--- config.mk ---
export PLATFORM = sky130hd
export DESIGN_NAME = clfr_cmd_queue
export DESIGN_NICKNAME = d
export VERILOG_FILES = /design/src/clfr_pkg.sv /design/src/clfr_cmd_queue.sv
export SDC_FILE = /design/constraint.sdc
export NUM_CORES = 1
export LEC_CHECK = 0
export ABC_AREA = 1
export ABC_CLOCK_PERIOD_IN_PS = 1970
export BUFFER_PORTS_ARGS = -buffer_cell sky130_fd_sc_hd__buf_2
export CAP_MARGIN = 0
export CORE_UTILIZATION = 46
export DETAILED_ROUTE_END_ITERATION = 8
export HOLD_SLACK_MARGIN = 0.06
export MAX_ROUTING_LAYER = met4
export PLACE_DENSITY = 0.78
export SLEW_MARGIN = 30
export SYNTH_ARGS = -nofsm -noshare
export SYNTH_HDL_FRONTEND = slang
export SYNTH_SLANG_ARGS = --single-unit
--- constraint.sdc ---
create_clock -name clock -period 1.97 [get_ports clock]
set_clock_uncertainty 0.2 [all_clocks]
set_input_delay 0.394 -clock clock [delete_from_list [all_inputs] [get_ports clock]]
set_output_delay 0.394 -clock clock [all_outputs]
set_load 0.01 [all_outputs]
--- src/clfr_pkg.sv ---
package clfr_pkg;

   localparam int LINE_PIXELS   = 2048;
   localparam int MAX_FRAGMENTS = 8;
   localparam int PLACE_W       = $clog2(LINE_PIXELS);

   localparam int CMD_DEPTH  = 2;
   localparam int CMD_PTR_W  = $clog2(CMD_DEPTH);
   localparam int CMD_CNT_W  = $clog2(CMD_DEPTH + 1);
   localparam int RSP_DEPTH  = 4;
   localparam int RSP_PTR_W  = $clog2(RSP_DEPTH);
   localparam int RSP_CNT_W  = $clog2(RSP_DEPTH + 1);

   localparam logic       OP_WRITE = 1'b0;
   localparam logic       OP_READ  = 1'b1;

   localparam logic [7:0] COLOR_RED   = 8'd0;
   localparam logic [7:0] COLOR_GREEN = 8'd1;
   localparam logic [7:0] COLOR_BLUE  = 8'd2;

   localparam logic [1:0] CSR_FRAGMENTS_PER_LINE = 2'd0;
   localparam logic [1:0] CSR_BYTES_PER_FRAGMENT = 2'd1;

   localparam logic [3:0]  FRAGMENTS_PER_LINE_RST = 4'd8;
   localparam logic [11:0] BYTES_PER_FRAGMENT_RST = 12'd256;

   typedef struct packed {
      logic               is_read;
      logic               drop;
      logic               complete;
      logic [1:0]         color;
      logic [PLACE_W-1:0] place;
      logic [7:0]         pix;
   } cmd_type;

   typedef struct packed {
      logic       complete;
      logic [7:0] red;
      logic [7:0] green;
      logic [7:0] blue;
      logic       drop;
   } rsp_type;

endpackage

--- src/clfr_cmd_queue.sv ---
module clfr_cmd_queue (
   input  logic              clock,
   input  logic              reset,
   input  logic              push,
   input  clfr_pkg::cmd_type push_cmd,
   output logic              full,
   input  logic              pop,
   output logic              valid,
   output clfr_pkg::cmd_type head
);

   clfr_pkg::cmd_type              slot_ff [clfr_pkg::CMD_DEPTH];
   logic [clfr_pkg::CMD_PTR_W-1:0] wr_ptr_ff, wr_ptr_in;
   logic [clfr_pkg::CMD_PTR_W-1:0] rd_ptr_ff, rd_ptr_in;
   logic [clfr_pkg::CMD_CNT_W-1:0] cnt_ff, cnt_in;
   logic                           do_pop;

   assign full   = 32'(cnt_ff) == clfr_pkg::CMD_DEPTH;
   assign valid  = cnt_ff != '0;
   assign head   = slot_ff[rd_ptr_ff];
   assign do_pop = pop && valid;

   always_comb begin
      wr_ptr_in = wr_ptr_ff;
      rd_ptr_in = rd_ptr_ff;
      if (push) begin
         wr_ptr_in = (32'(wr_ptr_ff) == clfr_pkg::CMD_DEPTH - 1) ? '0 : wr_ptr_ff + 1'b1;
      end
      if (do_pop) begin
         rd_ptr_in = (32'(rd_ptr_ff) == clfr_pkg::CMD_DEPTH - 1) ? '0 : rd_ptr_ff + 1'b1;
      end
      cnt_in = cnt_ff + clfr_pkg::CMD_CNT_W'(push) - clfr_pkg::CMD_CNT_W'(do_pop);
   end

   always_ff @(posedge clock) begin
      if (push) begin
         slot_ff[wr_ptr_ff] <= push_cmd;
      end
   end

   always_ff @(posedge clock) begin
      if (reset) begin
         wr_ptr_ff <= '0;
         rd_ptr_ff <= '0;
         cnt_ff    <= '0;
      end else begin
         wr_ptr_ff <= wr_ptr_in;
         rd_ptr_ff <= rd_ptr_in;
         cnt_ff    <= cnt_in;
      end
   end

endmodule

==> impl_results.md <==
* Status: completed
* Cells after Synth at 112
* CP required at 1.38 ns
* Total GRT Usage at 0.156
* Drt pass-1 iters at 4
* Syn_nets at 142
* Count of pins over their slew limit at 0
* Clock share of power at 0.281
* Largest family of logic cells by synthesized area: multiplexers
* Worst reg2reg startpoint: cnt_ff[1]$_SDFF_PP0_
* Critical path's slowest cell: dfxtp_4
* Largest net degree at the start of global routing at 20
* Layout Area Growth over Synthesis at 24.4%
* Die area at 4800 um^2
* Clock H-tree levels at 2
* Seq/Total Area, Yosys at 0.741
* Initial Util at 0.478
* # fillers at 332
* Sequential share of power at 0.465
* Synth Area in XOR/XNOR at 0
* Fraction of the mapped netlist area in adder cells at 0.0120
* Flops & latches, synth at 53
* Cell-internal power at 2230 uW
* Mapped cell area at 2080 um^2
* Vias per inst at 4.85
* First-pass GRT wire length at 5340 um
* TritonCTS Buffers at 5
* Post-route setup TNS at 0 ns
* Starting DRC count in detailed routing at 43
* Final Hold Fails at 0
* Share of cells above drive strength 1 at 0.531
* RD Place Congestion at 0.726
* Min Hold Slack at 0.0829 ns
* Clock buffer depth at 2
* Cts hold-fix bufs at 0
* Total Routed Length at 3480 um
* # rows at 24
* Post-synth cell types at 13
* Crit path time final at 1.92 ns
* Final WS setup at 0.0475 ns
* CP arrival at 1.33 ns
* Top cells by area, synth: edfxtp_1, mux2_4, dfxtp_1, mux2_2, buf_12
* Worst-Skew Late Latency at 0.29 ns
* Slowest cell delay on critical path at 0.41 ns
* Pwr Total at 2940 uW
* Total grt overflow at 0
* Switching share of power at 0.244
* PD cells at 1140 nW/um^2
* Vias in the first global route at 1,172
* TritonCTS Sinks at 53
* # DRC at 0
* Hold Startpoint: push_cmd[10]
* Wire per inst at 15.2 um
* Post-synthesis mux area share at 0.166
* TritonCTS clock tree: yes
* CP Max Fanout at 10
* Worst vdd ir at 0.000575 V
* YS warnings at 0
* Reg clk slew, reported paths at 0.09 ns
* Critical path class: register to output port
* Setup violators final at 0
* Post-synth top area cell: edfxtp_1
* Simple-gate area share of the yosys netlist at 0.0361
* Core area at 4350 um^2
* Worst-margin pin slew at 0.275 ns
* Max cap viols at 0
* Die Height at 69.3 um
* Post-CTS Setup Bufs at 0
* Type of the worst min-delay path: input port to register
* RSZ-0062 raised after global routing: no
* CP cell instances: buf_12 -> mux2_2 -> buf_2
* PortBufs at 53
* Slew HR at 0.817
* Psw at 718 uW
* Via Count at 1,111
* HPWL after DPL at 2570 um
* Compound-gate portion of the synthesized area at 0.00241
* Logic pwr share at 0.254
* Area share of the largest cell type after synthesis at 0.693
* Leak Pwr at 0.00108 uW
* Clk root buf: clkbuf_8
* Antenna viol nets, final at 0
* Fin crit share at 0.976
* Pre-CTS WS at 0.223 ns
* CP Launch Type: register
* Chip width at 69.3 um
* Synthesized area per cell at 18.6 um^2
* Initial antenna violation count at 0
* Critical Path End Type: output port
* Final #Nets at 206
* F_max at 520 MHz
* # diodes at 0
* # IOs at 54
==> final timing paths <==
path / to / slack [ns] / depth (start not counted)
max: head[20] / 0.05 / 3
min reg2reg: wr_ptr_ff$_SDFFE_PP0P_ / 0.33 / 2
max reg2reg: cnt_ff[1]$_SDFF_PP0_ / 0.33 / 9
min: slot_ff[0][10]$_DFFE_PP_ / 0.08 / 1
==> metrics by stage <==
stage           util  instance area (um^2)  cells
2_1_floorplan      -                  2080    112
3_3_place_gp   0.556                  2420    220
3_5_place_dp   0.556                  2420    220
4_1_cts        0.594                  2580    229
5_1_grt        0.595                  2590    229
6_report       0.595                  2590    229
==> power groups by stage <==
stage                     Sequential, uW  Combinational, uW  Clock, uW
after floorplan                     1360                531          0
after global placement              1370                685          0
after detailed placement            1380                717          0
after CTS                           1370                754        847
after global routing                1380                809        882
final                               1370                749        828
==> synth_stat cells <==
cell / number
ha_1: 2
nand3_1: 2
inv_1: 10
mux2_2: 4
nor3_1: 1
dfxtp_1: 5
nand2_1: 6
mux2_4: 20
nor2_1: 10
edfxtp_1: 48
buf_12: 2
a21oi_1: 1
buf_6: 1
==> cells in the final DEF (no fill, tap or decap), drive strengths merged <==
cell type / netlist / layout
nor2: 10 / 10
dfxtp: 5 / 5
nand2: 6 / 6
edfxtp: 48 / 48
mux2: 24 / 24
nor3: 1 / 1
nand3: 2 / 2
bufinv: 0 / 2
inv: 10 / 10
ha: 2 / 2
clkinv: 0 / 1
clkbuf: 0 / 5
a21oi: 1 / 1
buf: 3 / 60
==> kinds of logic after synthesis <==
logic type / count (synthesis)
mux: 24
fa+ha+maj: 2
flops: 53
buf+inv: 13
compound gates: 1
simple gates: 19
==> layout make-up <==
type	count	area, um^2	area share
clock inverters	3	65.1	0.0251
well taps	52	65.1	0.0251
inverters	10	37.5	0.0145
clock buffers	5	68.8	0.0266
multi-input cells	46	453	0.175
flip-flops and latches	53	1550	0.597
repair buffers	60	354	0.137
==> flip-flops by register name, indices dropped and copies added (netlist names), named ones only <==
signal / count
slot_ff: 48
wr_ptr_ff: 1
rd_ptr_ff: 1
cnt_ff: 2
==> critical path, delay by kind of cell, from the launching register on <==
| family | cells | cell delay, ns |
|---|---|---|
| mux | 1 | 0.33 |
| buf+inv | 2 | 0.30 |
| flops | 1 | 0.41 |
==> layer usage <==
layer | track usage | wire length, um | vias up
li1 | - | - | 529
met1 | 0.153 | 1270 | 533
met2 | 0.279 | 1910 | 41
met3 | 0.0523 | 213 | 8
met4 | 0.0658 | 83 | 0
met5 | - | 0 | -
==> repair_timing <==
item	CTS	global route
gates resized for setup	3	1
gates cloned	1	0
setup endpoints to repair	2	2
(Power assumes the default switching activity.)
