`src/clfr_pkg.sv`:
```
package clfr_pkg;

   localparam int LINE_PIXELS   = 2048;
   localparam int MAX_FRAGMENTS = 8;
   localparam int PLACE_W       = $clog2(LINE_PIXELS);

   localparam int CMD_DEPTH  = 2;
   localparam int CMD_PTR_W  = $clog2(CMD_DEPTH);
   localparam int CMD_CNT_W  = $clog2(CMD_DEPTH + 1);
   localparam int RSP_DEPTH  = 4;
   localparam int RSP_PTR_W  = $clog2(RSP_DEPTH);
   localparam int RSP_CNT_W  = $clog2(RSP_DEPTH + 1);

   localparam logic       OP_WRITE = 1'b0;
   localparam logic       OP_READ  = 1'b1;

   localparam logic [7:0] COLOR_RED   = 8'd0;
   localparam logic [7:0] COLOR_GREEN = 8'd1;
   localparam logic [7:0] COLOR_BLUE  = 8'd2;

   localparam logic [1:0] CSR_FRAGMENTS_PER_LINE = 2'd0;
   localparam logic [1:0] CSR_BYTES_PER_FRAGMENT = 2'd1;

   localparam logic [3:0]  FRAGMENTS_PER_LINE_RST = 4'd8;
   localparam logic [11:0] BYTES_PER_FRAGMENT_RST = 12'd256;

   typedef struct packed {
      logic               is_read;
      logic               drop;
      logic               complete;
      logic [1:0]         color;
      logic [PLACE_W-1:0] place;
      logic [7:0]         pix;
   } cmd_type;

   typedef struct packed {
      logic       complete;
      logic [7:0] red;
      logic [7:0] green;
      logic [7:0] blue;
      logic       drop;
   } rsp_type;

endpackage

```
`src/clfr_front.sv`:
```
module clfr_front (
   input  logic                  clock,
   input  logic                  reset,
   input  logic                  accept,
   input  logic                  req_op,
   input  logic [31:0]           req_line_number,
   input  logic [7:0]            req_fragment_number,
   input  logic [7:0]            req_color_code,
   input  logic [10:0]           req_byte_place,
   input  logic [7:0]            req_pixel_byte,
   input  logic                  req_fragment_end,
   input  logic [10:0]           req_read_place,
   input  logic                  csr_valid,
   output logic                  csr_ready,
   input  logic [1:0]            csr_index,
   input  logic [11:0]           csr_data,
   output clfr_pkg::cmd_type     cmd
);

   logic [3:0]  fpl_ff, fpl_in;
   logic [11:0] bpf_ff, bpf_in;
   logic [31:0] cur_line_ff, cur_line_in;
   logic [2:0]  marks_ff [clfr_pkg::MAX_FRAGMENTS];
   logic [2:0]  marks_in [clfr_pkg::MAX_FRAGMENTS];

   logic        is_write;
   logic        line_new;
   logic [19:0] prod;
   logic [20:0] place_sum;
   logic        bad_color, bad_frag, bad_place, wr_drop, rd_drop;
   logic        complete;

   assign csr_ready = 1'b1;

   always_comb begin
      fpl_in = fpl_ff;
      bpf_in = bpf_ff;
      if (csr_valid) begin
         case (csr_index)
            clfr_pkg::CSR_FRAGMENTS_PER_LINE: fpl_in = csr_data[3:0];
            clfr_pkg::CSR_BYTES_PER_FRAGMENT: bpf_in = csr_data;
            default: ;
         endcase
      end
   end

   assign is_write  = accept && (req_op == clfr_pkg::OP_WRITE);
   assign line_new  = req_line_number != cur_line_ff;
   assign prod      = 20'(req_fragment_number) * 20'(bpf_ff);
   assign place_sum = 21'(prod) + 21'(req_byte_place);
   assign bad_color = req_color_code > clfr_pkg::COLOR_BLUE;
   assign bad_frag  = 32'(req_fragment_number) >= clfr_pkg::MAX_FRAGMENTS;
   assign bad_place = 32'(place_sum) >= clfr_pkg::LINE_PIXELS;
   assign wr_drop   = bad_color || bad_frag || bad_place;
   assign rd_drop   = 32'(req_read_place) >= clfr_pkg::LINE_PIXELS;

   assign cur_line_in = is_write ? req_line_number : cur_line_ff;

   always_comb begin
      for (int i = 0; i < clfr_pkg::MAX_FRAGMENTS; i++) begin
         marks_in[i] = (is_write && line_new) ? 3'b000 : marks_ff[i];
         if (is_write && !wr_drop && req_fragment_end &&
             32'(req_fragment_number) == 32'(i)) begin
            marks_in[i][req_color_code[1:0]] = 1'b1;
         end
      end
   end

   // fragments_per_line of zero counts as one
   always_comb begin
      complete = 1'b1;
      for (int i = 0; i < clfr_pkg::MAX_FRAGMENTS; i++) begin
         if (((i == 0) || (32'(fpl_ff) > 32'(i))) && (marks_in[i] != 3'b111)) begin
            complete = 1'b0;
         end
      end
   end

   always_comb begin
      cmd.is_read  = req_op == clfr_pkg::OP_READ;
      cmd.drop     = (req_op == clfr_pkg::OP_READ) ? rd_drop : wr_drop;
      cmd.complete = complete;
      cmd.color    = req_color_code[1:0];
      cmd.place    = (req_op == clfr_pkg::OP_READ) ?
                     req_read_place[clfr_pkg::PLACE_W-1:0] :
                     place_sum[clfr_pkg::PLACE_W-1:0];
      cmd.pix      = req_pixel_byte;
   end

   always_ff @(posedge clock) begin
      if (reset) begin
         fpl_ff      <= clfr_pkg::FRAGMENTS_PER_LINE_RST;
         bpf_ff      <= clfr_pkg::BYTES_PER_FRAGMENT_RST;
         cur_line_ff <= '0;
         for (int i = 0; i < clfr_pkg::MAX_FRAGMENTS; i++) begin
            marks_ff[i] <= '0;
         end
      end else begin
         fpl_ff      <= fpl_in;
         bpf_ff      <= bpf_in;
         cur_line_ff <= cur_line_in;
         for (int i = 0; i < clfr_pkg::MAX_FRAGMENTS; i++) begin
            marks_ff[i] <= marks_in[i];
         end
      end
   end

endmodule

```
`config.mk`:
```
export PLATFORM = sky130hd
export DESIGN_NAME = clfr_front
export DESIGN_NICKNAME = d
export VERILOG_FILES = /design/src/clfr_pkg.sv /design/src/clfr_front.sv
export SDC_FILE = /design/constraint.sdc
export NUM_CORES = 1
export LEC_CHECK = 0
export ABC_AREA = 1
export BUFFER_PORTS_ARGS = -buffer_cell sky130_fd_sc_hd__buf_2
export CAP_MARGIN = 20
export CORE_MARGIN = 2
export CORE_UTILIZATION = 55
export DETAILED_ROUTE_END_ITERATION = 10
export PLACE_DENSITY = 0.79
export SLEW_MARGIN = 20
export SYNTH_ARGS = -nofsm -noshare
export SYNTH_HDL_FRONTEND = slang
export SYNTH_SLANG_ARGS = --single-unit
```
`constraint.sdc`:
```
create_clock -name clock -period 10.9 [get_ports clock]
set_input_delay 2.18 -clock clock [delete_from_list [all_inputs] [get_ports clock]]
set_output_delay 2.18 -clock clock [all_outputs]
set_load 0.02 [all_outputs]
```
==> results.toml, run 1 <==
[synth]
synth_top_family_by_area = "simple AND/OR/NAND/NOR gates"
ys.flop_type = "dfxtp_1"
ys_warn_count = 0
synth_async_sr_flop_share_pct = 0
ys_top_cells_by_area = "dfxtp_1 (19%), fa_1 (19%), nand2_1 (14%)"
synth_area_per_cell_um2 = 6.70
synth_cell_type_count = 32
synthAdderAreaFrac_pct = 26.5
synth.area.mux_share_pct = 0
synth_xor_xnor_area_share_pct = 3.51
synth_cells = 1118
yosysMostFrequentCell = "nand2_1"
synth_edf_count = 0
synth_common_cells = "nand2_1 (288), inv_1 (232), nor2_1 (123)"
yosysTopAreaCell = "dfxtp_1"
yosysSeqAreaShare_pct = 19.2
synth_compound_area_share_pct = 6.61
synth_area_um2 = 7490
synth_nets = 1332
synth_top_area_share_pct = 19.2
ys_ff_latch = 72
synth-simple-area-share_pct = 28.2

[floorplan]
die-width_um = 121
core.rowCount = 42
die_area_um2 = 14600
initial_core_util_pct = 56.4
ios = 123
die_h_um = 121
core_um2 = 13300

[power]
p_leak_uw = 0.00480
irDropWorstVdd_uv = 125
p_per_area_nw_per_um2 = 115

[drt]
via_per_inst = 5.00
wire_per_inst_um = 12.2
first_pass_iters = 8
ant_nets = 0
drc = 0
drtIter0Drc = 529
routed_wl_mm = 16.6
vias = 6805

[sta]
finalCriticalPeriod_ns = 9.63
grt_setup_unrepaired = "false"
fin_worst_skew_ns = 0.00948
timing.hold.ws_ns = 0.471
max_freq_mhz = 104
slew_headroom_pct = 34.2
tightestPinTransition_ns = 0.986
report.final.slew_viol_count = 0
post-route-period-util_pct = 88.3
fin_setup_tns_ns = 0
final_hold_viol_count = 0
setup_viol = 0

[cts]
cts-buffers-inserted = 9
clock-root-buffer = "clkbuf_16"
post_cts.repair.setup_buffers = 0
clkSinkCount = 72
cts-htree-levels = 3
cts_buffer_depth = 2
insertion_delay_ns = 0.32
cts.repair.resized = 0
cts_hold_buffers = 0
cts_tree = "built"
path_clk_slew_ns = 0.05

[layout]
syn_to_final_growth_pct = 10.2
nets = 1393
n_fill_cell = 1201
n_antenna_cell = 0
layout-drive-gt1-share_pct = 13.0

[job]
maxCapViolCount = 0

[setup_path]
worstPathRequired_ns = 8.72
cp_data_arrival_time_ns = 7.45
start_kind = "input port"
path_class = "input port to primary output"
crit_path_max_fanout = 25
slowest_stage = "fa_1"
critPathMostFrequentCell = "nand2_1"
cpPeakStageDelay_ns = 0.56
end_kind = "primary output"

[hold_path]
hold_path.class = "register to register"

[global_route]
grt_antenna_before_repair = 1
grt_max_degree = 49
grt_first_pass_wirelength_mm = 28.0
grt_pass1_vias = 6327
gr-total-overflow = 0
gr-usage-all-layers_pct = 23.4

[outcome]
status = "finished clean"

[place]
gp_routability_congestion = 0.888
hpwlAfterDp_mm = 13.0
numPortBuffers = 105
[state kept, by name, summed over array words and instances (netlist names)]
name,flops
marks_ff,24
bpf_ff,12
cur_line_ff,32
fpl_ff,4
[cells by family (layout without fill, tap and decap cells)]
kind of cell,after synthesis,count (layout)
flops,72,72
other cells,1,1
buf+inv,298,364
simple gates,504,504
compound gates,97,97
xor+xnor,30,30
fa+ha+maj,116,116
[worst paths after layout]
check	from	to	slack, ns	depth (start not counted)
hold reg to reg	marks_ff[0][10]	marks_ff[0][10]	0.47	2
setup reg to reg	bpf_ff[6]	marks_ff[1][3]	5.86	24
setup / recovery	req_fragment_number[3]	cmd[21]	1.27	30
hold / removal	marks_ff[0][10]	marks_ff[0][10]	0.47	2
[worst max-delay path: cells and delay by family]
family	cells	cell delay (ns)
simple gates	18	1.98
fa+ha+maj	5	2.43
compound gates	1	0.16
buf+inv	6	0.67
[metal layers]
layer / part of all wire [%] / GRT usage, % / vias up
met2: 48 / 40.0 / 206
met1: 44 / 30.8 / 3125
li1: - / - / 3450
met4: 0.97 / 4.43 / 2
met3: 6.5 / 5.00 / 22
met5: 0.079 / 0 / -
[stage by stage]
step	cell area, µm²	setup WS, ns	instances	utilization, %	total power, µW
4_1_cts	8260	1.33	1360	62.1	956
6_report	8260	1.27	1360	62.1	951
2_1_floorplan	7490	1.71	1118	-	589
3_5_place_dp	7970	1.35	1344	59.9	680
5_1_grt	8260	0.935	1360	62.1	1030
3_3_place_gp	7970	1.41	1344	59.9	672
[cells in the final DEF (no fill, tap or decap), types with 2 or more instances in the layout]
master	instances
nand3_2	4
buf_2	105
fa_1	71
xnor2_1	13
nor2_2	6
nor3_1	13
nand2_2	8
or2_2	3
nand4_1	26
nor4_1	4
clkbuf_16	9
a21oi_1	36
inv_1	231
inv_2	9
o211ai_1	3
clkbuf_8	3
and2_1	2
nand2_1	288
dfxtp_1	72
nor2_1	123
buf_4	3
clkbuf_1	2
nand3_1	24
ha_1	45
xor2_1	17
o21ai_0	56
[where the power goes]
part / total, µW / internal (µW) / switching, µW
Combinational: 389 / 146 / 244
Sequential: 287 / 274 / 12.4
Clock: 276 / 172 / 103
[area by class of cell]
class / instances / area (µm²) / area share (%)
clock buffers: 14 / 274 / 3.32
clock inverters: 2 / 12.5 / 0.152
inverters: 240 / 901 / 10.9
multi-input cells: 748 / 4860 / 58.9
flip-flops and latches: 72 / 1440 / 17.5
well taps: 176 / 220 / 2.67
repair buffers: 108 / 548 / 6.64
(Power assumes the default switching activity.)
==> run 2: changes to the inputs <==
--- a/config.mk
+++ b/config.mk
@@ -10,6 +10,7 @@
 export CAP_MARGIN = 20
 export CORE_MARGIN = 2
 export CORE_UTILIZATION = 55
+export CTS_BUF_LIST = sky130_fd_sc_hd__clkbuf_4 sky130_fd_sc_hd__clkbuf_8 sky130_fd_sc_hd__clkbuf_16
 export DETAILED_ROUTE_END_ITERATION = 10
 export PLACE_DENSITY = 0.79
 export SLEW_MARGIN = 20
==> run 2 against run 1 <==
Via count barely moved; clock power grew 1%; cell count unchanged; count of clock-buffer cells in the layout stayed put; first-iteration DRC count increased by 5.5%; die area unchanged; sequential share of layout area about the same; cell area about the same; sequential cell count unchanged; setup slack better by 0.019 ns; sequential power hardly changed; critical path depth unchanged.
==> results.toml, run 2 (synthesis results as in run 1) <==
[setup_path]
worstPathRequired_ns = 8.72
end_kind = "primary output"
cp_data_arrival_time_ns = 7.43
slowest_stage = "fa_1"
path_class = "input port to primary output"
start_kind = "input port"
critPathMostFrequentCell = "nand2_1"
cpPeakStageDelay_ns = 0.56
crit_path_max_fanout = 25
regToRegSetupSlack_ns = 5.86

[sta]
final_hold_viol_count = 0
tightestPinTransition_ns = 0.995
report.final.slew_viol_count = 0
setup_ws_ns = 1.29
max_freq_mhz = 104
slew_headroom_pct = 33.6
finalCriticalPeriod_ns = 9.61
fin_worst_skew_ns = 0.00931
post-route-period-util_pct = 88.1
fin_setup_tns_ns = 0
setup_viol = 0
grt_setup_unrepaired = "false"

[drt]
drc = 0
ant_nets = 0
vias = 6811
routed_wl_mm = 16.6
wire_per_inst_um = 12.2
via_per_inst = 5.01
drtIter0Drc = 558
first_pass_iters = 5

[outcome]
status = "finished clean"

[cts]
cts_tree = "built"
cts_buffer_depth = 2
post_cts.repair.setup_buffers = 0
clkSinkCount = 72
clock-root-buffer = "clkbuf_16"
insertion_delay_ns = 0.32
cts_hold_buffers = 0
cts-buffers-inserted = 9
cts-htree-levels = 3
cts.repair.resized = 0
path_clk_slew_ns = 0.05

[place]
placed_cell_area_um2 = 7970
place_ws_ns = 1.35
numPortBuffers = 105
hpwlAfterDp_mm = 13.0
placedCellCount = 1344
gp_routability_congestion = 0.888

[layout]
final_area_um2 = 8260
mostFrequentLayoutCells = "nand2_1 (288), inv_1 (231), nor2_1 (123), buf_2 (105), dfxtp_1 (72)"
final_util_pct = 62.1
top_register = "cur_line_ff"
nets = 1393
layout_commonest_cell = "nand2_1"
n_antenna_cell = 0
stdcell_count = 1360
top_regs = "cur_line_ff: 32 flops, marks_ff: 24 flops, bpf_ff: 12 flops"
largest_reg_flops = 32
layout-drive-gt1-share_pct = 13.2
syn_to_final_growth_pct = 10.3

[floorplan]
ios = 123
die_h_um = 121
die_area_um2 = 14600
core.rowCount = 42
core_um2 = 13300
die-width_um = 121
initial_core_util_pct = 56.4

[global_route]
grt_max_degree = 49
grt_first_pass_wirelength_mm = 28.0
grt_antenna_before_repair = 1
gr-total-overflow = 0
grt_pass1_vias = 6329
gr-usage-all-layers_pct = 23.4

[power]
p_leak_uw = 0.00481
irDropWorstVdd_uv = 125
p_per_area_nw_per_um2 = 116

[hold_path]
hold_path.class = "register to register"

[job]
maxCapViolCount = 0
run 2: cell counts in the layout (fill, tap and decap cells not counted):
No cell type changed its count.
run 2: power by group:
| group | internal [µW] | switching, µW |
|---|---|---|
| clock network | 177 | 103 |
| logic | 146 | 243 |
| registers | 274 | 12.4 |
| total | 597 | 358 |
run 2: layout make-up:
class,instances,area (µm²)
inverter,240,901
clock inverter,2,12.5
clock buffer,14,282
sequential,72,1440
fill,1198,5030
multi-input combinational,748,4860
tap,176,220
timing repair buffer,108,548
run 2: path summary, 6_finish.rpt:
path | startpoint | to | depth (start not counted)
max | req_fragment_number[3] | cmd[21] | 30
min | marks_ff[0][10] | marks_ff[0][10] | 2
max reg2reg | bpf_ff[6] | marks_ff[0][0] | 22
min reg2reg | marks_ff[0][10] | marks_ff[0][10] | 2
run 2: routing by layer:
metal  routed length, µm  part of all wire, %  vias up  global-route usage (%)
li1                    -                    -     3453                       -
met1                7300                   44     3109                    30.8
met2                7970                   48      228                    40.0
met3                1130                  6.8       19                    5.00
met4                 154                 0.93        2                    4.43
met5                  13                0.078        -                       0
run 2: critical path, delay by kind of cell:
| kind | cells | cell delay [ns] |
|---|---|---|
| AO/OA/AOI/OAI | 1 | 0.16 |
| AND/OR/NAND/NOR | 18 | 1.97 |
| adder cells (fa/ha/maj) | 5 | 2.43 |
| buffers and inverters | 6 | 0.67 |
run 2: stage by stage:
stage                     hold slack, ns  power, µW
after floorplan                    0.442        589
after CTS                          0.475        961
final                              0.471        956
after detailed placement           0.467        680
after global routing               0.494       1030
after global placement             0.453        672
==> run 3: changes to the inputs <==
--- a/config.mk
+++ b/config.mk
@@ -6,13 +6,13 @@
 export NUM_CORES = 1
 export LEC_CHECK = 0
 export ABC_AREA = 1
-export BUFFER_PORTS_ARGS = -buffer_cell sky130_fd_sc_hd__buf_2
 export CAP_MARGIN = 20
 export CORE_MARGIN = 2
 export CORE_UTILIZATION = 55
 export CTS_BUF_LIST = sky130_fd_sc_hd__clkbuf_4 sky130_fd_sc_hd__clkbuf_8 sky130_fd_sc_hd__clkbuf_16
 export DETAILED_ROUTE_END_ITERATION = 10
-export PLACE_DENSITY = 0.79
+export DONT_BUFFER_PORTS = 1
+export PLACE_DENSITY = 0.71
 export SLEW_MARGIN = 20
 export SYNTH_ARGS = -nofsm -noshare
 export SYNTH_HDL_FRONTEND = slang
==> run 3 against run 2 <==
First-iteration DRC count shrank 32%; via count fell by 6.9%; non-clock buffer count is 103 lower; cell count fell by 7.6%; sequential cell count did not move; setup slack improved by 0.31 ns; sequential power about the same; wire length fell by 4.0%.
==> results.toml, run 3 (synthesis results as in run 1) <==
[power]
p_per_area_nw_per_um2 = 118
p_leak_uw = 0.00441
irDropWorstVdd_uv = 107

[global_route]
grt_antenna_before_repair = 0
grt_pass1_vias = 5878
gr-total-overflow = 0
grt_max_degree = 35
gr-usage-all-layers_pct = 22.6
grt_first_pass_wirelength_mm = 26.8

[drt]
ant_nets = 0
first_pass_iters = 5
wire_per_inst_um = 12.6
via_per_inst = 5.05
routed_wl_mm = 15.9
drc = 0
vias = 6343
drtIter0Drc = 382

[cts]
cts_tree = "built"
insertion_delay_ns = 0.33
cts_hold_buffers = 0
cts-htree-levels = 3
cts-buffers-inserted = 9
clock-root-buffer = "clkbuf_16"
cts.repair.resized = 0
clkSinkCount = 72
cts_buffer_depth = 2
post_cts.repair.setup_buffers = 0
path_clk_slew_ns = 0.05

[layout]
syn_to_final_growth_pct = 3.51
final_util_pct = 58.3
top_register = "cur_line_ff"
mostFrequentLayoutCells = "nand2_1 (288), inv_1 (232), nor2_1 (123), dfxtp_1 (72), fa_1 (71)"
largest_reg_flops = 32
layout_commonest_cell = "nand2_1"
layout-drive-gt1-share_pct = 4.81
nets = 1290
n_antenna_cell = 0
top_regs = "cur_line_ff: 32 flops, marks_ff: 24 flops, bpf_ff: 12 flops"

[floorplan]
core_um2 = 13300
die-width_um = 121
die_h_um = 121
initial_core_util_pct = 56.4
core.rowCount = 42
die_area_um2 = 14600
ios = 123

[sta]
max_freq_mhz = 108
setup_viol = 0
report.final.slew_viol_count = 0
post-route-period-util_pct = 85.3
finalCriticalPeriod_ns = 9.29
fin_worst_skew_ns = 0.00232
tightestPinTransition_ns = 0.789
slew_headroom_pct = 47.3
final_hold_viol_count = 0
fin_setup_tns_ns = 0
grt_setup_unrepaired = "false"

[setup_path]
critical_path.startpoint = "req_fragment_number[7]"
start_kind = "input port"
worstPathRequired_ns = 8.72
cp_data_arrival_time_ns = 7.11
crit_path_max_fanout = 25
path_class = "input port to primary output"
timing.rr.start = "bpf_ff[6]"
end_kind = "primary output"

[place]
numPortBuffers = 0
gp_routability_congestion = 0.877
hpwlAfterDp_mm = 12.6

[job]
maxCapViolCount = 0

[outcome]
status = "finished clean"

[hold_path]
min_from = "marks_ff[1][2]"
hold_path.class = "register to register"
## run 3: path summary, 6_finish.rpt
check                                 endpoint  slack (ns)  depth (start not counted)
worst max-delay path                   cmd[21]        1.61                         28
worst max register to register  marks_ff[1][3]        5.81                         24
worst min register to register  marks_ff[1][2]        0.47                          2
worst min-delay path            marks_ff[1][2]        0.47                          2
## run 3: report_power, final
group | internal [µW] | switching, µW
Sequential | 274 | 12.3
Combinational | 127 | 220
Clock | 174 | 104
Total | 576 | 337
## run 3: cell type report
type                            count  area (µm²)
Fill cell                        1310        5540
Multi-Input combinational cell    748        4860
Sequential cell                    72        1440
Inverter                          240         901
Clock buffer                       13         274
Tap cell                          176         220
Timing Repair Buffer                5        45.0
Clock inverter                      3        15.0
## run 3: critical path: stages
cell     delay (ns)
nand2_1        0.05
inv_1          0.06
fa_1           0.52
inv_1          0.05
fa_1           0.53
inv_1          0.05
fa_1           0.52
inv_1          0.05
fa_1           0.52
inv_1          0.04
ha_1           0.36
nand2_1        0.09
nor2_1         0.14
and2_1         0.14
nand2_1        0.07
nand3_1        0.10
nand3_1        0.10
nor2_1         0.14
nand2_2        0.11
nor2_8         0.30
nand4_1        0.17
nand2_1        0.12
nand3_2        0.08
nand2_1        0.06
nand2_1        0.06
nor2_1         0.10
nand2_1        0.06
nor2_1         0.32
## run 3: routing by layer
layer,vias up,GRT usage [%],routed length [µm]
li1,3236,-,-
met4,0,5.31,255
met2,151,37.3,7680
met3,23,5.24,995
met1,2933,30.1,6970
met5,-,0,0
## run 3: stage by stage
| stage | power [µW] | setup WS [ns] | cell area, µm² | instances | hold slack, ns |
|---|---|---|---|---|---|
| floorplan | 589 | 1.71 | 7490 | 1118 | 0.442 |
| global placement | 637 | 1.64 | 7450 | 1240 | 0.457 |
| detailed placement | 641 | 1.60 | 7470 | 1241 | 0.460 |
| CTS | 921 | 1.60 | 7750 | 1257 | 0.469 |
| global route | 985 | 1.12 | 7750 | 1257 | 0.488 |
| finish | 912 | 1.61 | 7750 | 1257 | 0.468 |
